`src/rtl/sss_pkg.sv`:
```
// ----------------------------------------------------------------------------
// sss_pkg: shared types and codes of the scoped symbol stack
// Beat layouts, command and status codes, and the cell chain control word.
// ----------------------------------------------------------------------------
package sss_pkg;

  // Default sizing
  localparam int STACK_DEPTH_DEF = 256;
  localparam int KEY_CHARS_DEF   = 8;

  // Field widths fixed by the interface
  localparam int KEY_W    = 64;
  localparam int LINE_W   = 24;
  localparam int CMD_W    = 2;
  localparam int STATUS_W = 3;

  // Commands
  localparam logic [CMD_W-1:0] CMD_ENTER   = 2'd0;
  localparam logic [CMD_W-1:0] CMD_EXIT    = 2'd1;
  localparam logic [CMD_W-1:0] CMD_DECLARE = 2'd2;
  localparam logic [CMD_W-1:0] CMD_FIND    = 2'd3;

  // Status codes
  localparam logic [STATUS_W-1:0] ST_OK      = 3'd0;
  localparam logic [STATUS_W-1:0] ST_EMPTY   = 3'd1;
  localparam logic [STATUS_W-1:0] ST_DUP     = 3'd2;
  localparam logic [STATUS_W-1:0] ST_NOSCOPE = 3'd3;
  localparam logic [STATUS_W-1:0] ST_FULL    = 3'd4;

  // Cell chain operations
  localparam logic [1:0] OP_HOLD = 2'd0;
  localparam logic [1:0] OP_PUSH = 2'd1;
  localparam logic [1:0] OP_POP  = 2'd2;
  localparam logic [1:0] OP_ROT  = 2'd3;

  typedef struct packed {
    logic [CMD_W-1:0]  cmd;
    logic [KEY_W-1:0]  key;
    logic [LINE_W-1:0] line_num;
  } in_beat_t;

  typedef struct packed {
    logic [STATUS_W-1:0] status;
    logic                found;
    logic [LINE_W-1:0]   line_out;
  } out_beat_t;

  // One stack entry; key zero marks a scope boundary
  typedef struct packed {
    logic [KEY_W-1:0]  key;
    logic [LINE_W-1:0] line;
  } entry_t;

  // Control word broadcast along the chain
  typedef struct packed {
    logic [1:0] op;
    entry_t     new_ent;
  } cell_ctl_t;

endpackage

```
`src/rtl/sss_cell.sv`:
```
// ----------------------------------------------------------------------------
// sss_cell: one stack slot of the cell chain
// Holds one entry; shifts toward the bottom on push, toward the top on pop,
// and rotates inside the occupied region during a scan.
// ----------------------------------------------------------------------------
module sss_cell #(
  parameter int IDX   = 0,
  parameter int TOP_W = 9
) (
  input  logic               clk,
  input  sss_pkg::cell_ctl_t ctl,
  input  logic [TOP_W-1:0]   top_cnt,
  input  sss_pkg::entry_t    prev_ent,   // toward the top of stack
  input  sss_pkg::entry_t    next_ent,   // toward the bottom of stack
  input  sss_pkg::entry_t    head_ent,   // cell 0, wraps in on rotate
  output sss_pkg::entry_t    ent_q
);
  import sss_pkg::*;

  // This cell is the last occupied one when IDX+1 == top
  localparam logic [TOP_W-1:0] SelC = TOP_W'(IDX + 1);

  entry_t ent_r;
  entry_t ent_nxt;

  // Next entry by chain operation
  always_comb begin
    ent_nxt = ent_r;
    unique case (ctl.op)
      OP_PUSH: ent_nxt = prev_ent;
      OP_POP:  ent_nxt = next_ent;
      OP_ROT: begin
        if (SelC == top_cnt) begin
          ent_nxt = head_ent;
        end else if (SelC < top_cnt) begin
          ent_nxt = next_ent;
        end
      end
      default: ent_nxt = ent_r;
    endcase
  end

  // Payload only, no reset
  always_ff @(posedge clk) begin
    ent_r <= ent_nxt;
  end

  assign ent_q = ent_r;

endmodule

```
`config.mk`:
```
export PLATFORM = sky130hd
export DESIGN_NAME = sss_cell
export DESIGN_NICKNAME = d
export VERILOG_FILES = /design/src/rtl/sss_pkg.sv /design/src/rtl/sss_cell.sv
export SDC_FILE = /design/constraint.sdc
export NUM_CORES = 1
export LEC_CHECK = 0
export ABC_AREA = 1
export BUFFER_PORTS_ARGS = -buffer_cell sky130_fd_sc_hd__buf_2
export CORE_AREA = 5 5 171 173
export DETAILED_ROUTE_END_ITERATION = 10
export DIE_AREA = 0 0 176 178
export SYNTH_ARGS = -nofsm -noshare
export SYNTH_HDL_FRONTEND = slang
export SYNTH_SLANG_ARGS = --single-unit
```
`constraint.sdc`:
```
create_clock -name clk -period 18.9 [get_ports clk]
set_input_delay 1.89 -clock clk [delete_from_list [all_inputs] [get_ports clk]]
set_output_delay 1.89 -clock clk [all_outputs]
set_load 0.005 [all_outputs]
```
* Word level (Yosys, flattened, before mapping)
Cells that the tools add are included.
** Operators by class
- Multiplexer cells :: 3
- Eq/ne operators :: 5
- Reductions and logical operators :: 2
- Magnitude comparators :: 1
** Operators with widths (number)
- $pmux W88 S3 :: 1
- $mux W88 :: 2
- $eq A1 B9 Y1 const A :: 1
- $lt A1 B9 Y1 const A :: 1
- $eq A2 B2 Y1 const B :: 2
- $ne A3 B3 Y1 const B :: 1
- $reduce_bool A3 Y1 :: 1
- $eq A2 B1 Y1 const B :: 1
- $reduce_and A2 Y1 :: 1
** Storage, ports and cells
- Bits in registers :: 88
- Word-level logic and storage cells :: 13
- Output and inout port bits :: 88

* Longest topological paths before layout
- Word-level depth :: 4
- Mapped depth :: 9

* Least setup slack after synthesis
OpenSTA, ideal clock, no wires.
- Path kind :: input to register
- Start :: input port ctl[88] (netlist name)
- End :: register ent_r, in the netlist ent_q[0] (enable)
- Slack :: 11.446 ns
- Cell stages on the path :: 5
- Library setup time :: 0.572 ns
- Required time :: 18.328 ns
- Arrival time :: 6.882 ns
- Path through :: ha_1 buf_2 buf_1 inv_1 a22oi_1
** Between the ends
- Word-level cells in the longest chain between the ends :: 3
- Elaborated cells on any way between the ends :: 6
- Classes of those cells :: eq/ne: 4; reduce/logical: 2
** Ends and longest elaborated chain
- start, declared :: line sss_cell.sv:11 : input sss_pkg::cell_ctl_t ctl,
- $eq A2 B2 Y1 or $eq A2 B1 Y1 (tied branches) :: line sss_cell.sv:29 : unique case (ctl.op)
- $ne A3 B3 Y1 (no source line) or $reduce_bool A3 Y1 (tied branches)
- $reduce_and A2 Y1 (no source line) (*)
- end signal, assigned :: line sss_cell.sv:45 : ent_r <= ent_nxt;
- end, declared :: line sss_cell.sv:23 : entry_t ent_r;
Every way passes the cells marked *; elsewhere a longest branch is shown, timed or not.
A chain may end at the register's enable or synchronous reset.

==> implementation parameters <==
Parameter                              Value

Cells and area
  NumNets Final    1467
  Area growth from synthesis to final layout    40.4%
  Final cell area excluding filler cells    0.00821 mm²
  Combined flip-flop and latch cell area    0.00264 mm²
  Area of the multi-input gates    about 0.0023 mm²
  Antenna diode count    0
  Ratio of cells with drive above 1 in the final layout    35.3%
  Total of fill cells in the finished design    2980
  Max reg flops    88

CTS
  CTS tree    built
  H-tree depth    3
  TritonCTS buffer count    9
  Maximum count of clock buffers along a single path    2
  CTS clk-pin slew, worst paths    0.07 ns
  CTS sink cnt    88
  Post-CTS Setup Repair Bufs    0
  Quantity of gates resized following cts    0
  Clock Tree Root    clkbuf_16
  Post-cts hold buffer count    0

GRT
  Total global routing overflow    0
  Antenna violations before repair    3
  Maximum number of pins on one net before global-route repair    89
  Vias in the first global route    6257
  First-pass GRT wire length    34.6 mm
  Overall routing resource usage    14.0%

Power and ir drop
  Clock share of power    29.8%
  Leakage    4.54 nW
  Pint    roughly 0.00040 W
  Sw power    0.000164 W
  Portion of total power attributed to combinational logic    24.0%
  Power density normalized to cell area    about 69 mW/mm²
  Sequential Power Share    46.3%
  Switching part of the total power    28.9%
  Peak supply drop    0.0288 mV

Synth
  Total nets after synthesis    1142
  Proportion of synthesized chip area in sequential cells    45.2%
  Mapped Avg Cell Area    between 7 and 8 µm²
  Number of flops mapped to enable cells by yosys    88
  Cell count after synthesis    776
  Async set-or-reset flop fraction in the synthesized netlist    0%
  Number of synthesized register bits    88
  Yosys top cell area share    a little under half
  Top cells by count, synth    inv_1 (178), nand2_1 (178), nand3_1 (176), a22oi_1 (89), edfxtp_1 (88)
  Netlist cell types    15
  Synthesis Warnings    0
  Most used flip-flop cell after synthesis    edfxtp_1
  Biggest area consumer among synthesized cells    edfxtp_1
  Netlist area before placement    0.00585 mm²
  Top post-synthesis cells by area    edfxtp_1 (45%), nand3_1 (15%), a22oi_1 (11%)

STA
  Post-route clock period utilization    approximately 22%
  Final-report setup violation count    0
  Worst rel slew slack    19.6%
  Max Clk Rate    between 0.2 and 0.25 GHz
  Final Critical Period    4.19 ns
  Summed negative setup slack over all endpoints    0 ns
  Slew Limit Fails    0
  Setup repair after global routing missed its margin    false
  Total count of hold-check failures in the final report    0
  Worst Tran Pin Value    1.20 ns

Critical path
  Kind of critical path    input pin to flop
  Top delay family on crit path    simple AND/OR/NAND/NOR gates
  Slowest CP cell    nor2_4
  Critical-path cell list    buf_2, inv_1, ha_4, nor2_4, buf_4, a22oi_1, nand2_1
  Launching element type of the critical path    input pin
  Data arrival time of the critical path    4.38 ns
  Slowest stage delay, CP    0.97 ns
  Kind of end point of the critical path    flop
  CP bufs+invs    3
  CP required    19.10 ns
  Maximum fanout count along the critical path    50

Routing
  Initial DRT Pass Iterations    5
  Number of violations reported at the end of detailed-routing iteration 0    368
  Remaining antenna violation count    0
  Routed vias/inst    roughly 4.5
  Total detailed-routing wirelength    ~23 mm
  Vias post-DR    6542
  Routed length per instance    16.1 µm
  DRC violations left    0

Hold path
  Classification of the worst-slack hold path    input pin to flop
  Worst Hold Path EP    ent_q[14]
  Cell count of the worst hold path    3
  Startpoint of the tightest hold check path    prev_ent[14]

Die
  Area of the die    0.0313 mm²
  Core region area    0.0275 mm²
  Width of the die    around 180 µm
  Vert. Die Dim    178 µm
  Number of cell rows    61
  IO Count    452
  Effective utilization at floorplan    a little over a fifth

Flow run
  Max-capacitance violation count    0

Run status
  Outcome    finished clean

Placed design
  RD Place Congestion    0.800
  Placed wire-length estimate    between 15 and 20 mm
  Port Buffers    363
  Area of placed instances    0.00795 mm²
per-layer routing:
layer / track usage (%) / up-vias / wire length (µm)
li1: - / 3195 / -
met1: 17.5 / 2975 / 9460
met2: 23.9 / 333 / 11400
met3: 3.58 / 33 / 1890
met4: 3.93 / 6 / 478
met5: 0 / - / 46
placed cells by master (no fill, tap or decap):
master,n
buf_2,362
nand2_1,178
inv_1,178
nand3_1,176
a22oi_1,88
edfxtp_1,88
clkbuf_16,9
buf_4,9
nor2_1,5
clkinvlp_4,4
nor2_4,2
ha_4,2
clkbuf_1,2
nand2_4,1
a22oi_2,1
clkinv_1,1
worst max-delay path by stage:
stage	start	to	cells past startpoint
2_1_floorplan	ctl[88]	ent_q[0]	5
3_3_place_gp	ctl[88]	ent_q[29]	7
3_5_place_dp	ctl[88]	ent_q[29]	7
4_1_cts	ctl[88]	ent_q[29]	7
5_1_grt	ctl[88]	ent_q[29]	7
6_report	ctl[88]	ent_q[29]	7
kinds of logic after synthesis:
logic type,count (synthesis),synth area share (%)
flip-flops,88,45.2
AO/OA/AOI/OAI,89,11.4
adder cells (fa/ha/maj),2,0.428
AND/OR/NAND/NOR,362,27.2
buffers and inverters,235,15.8
tightest hold or removal path: stages:
cell and delay (ns):
buf_2 0.07, a22oi_1 0.05, nand2_1 0.06
cell type report:
type / instances / share of cell area [%]
Sequential cell: 88 / 32.2
Multi-Input combinational cell: 453 / 28.3
Timing Repair Buffer: 371 / 22.9
Inverter: 178 / 8.13
Tap cell: 346 / 5.27
Clock buffer: 11 / 2.83
Clock inverter: 5 / 0.411
power by group through the flow:
stage | clock [W] | sequential [W] | combinational (W)
2_1_floorplan | 0 | 0.000274 | 0.0000489
3_3_place_gp | 0 | 0.000267 | 0.000138
3_5_place_dp | 0 | 0.000267 | 0.000139
4_1_cts | 0.000179 | 0.000264 | 0.000139
5_1_grt | 0.000186 | 0.000266 | 0.000151
6_report | 0.000169 | 0.000263 | 0.000136
metrics by stage:
stage / instances / hold WS, ns / setup slack, ns / power, W / utilization [%]
final: 1452 / 1.84 / 14.71 / 0.000568 / 29.9
after global routing: 1452 / 1.81 / 14.56 / 0.000604 / 29.9
after CTS: 1452 / 1.82 / 14.66 / 0.000582 / 29.9
after detailed placement: 1436 / 2.19 / 14.29 / 0.000406 / 28.9
after global placement: 1436 / 2.18 / 14.27 / 0.000405 / 28.9
after floorplan: 776 / 2.09 / 11.45 / 0.000323 / -
(Power assumes the default switching activity.)
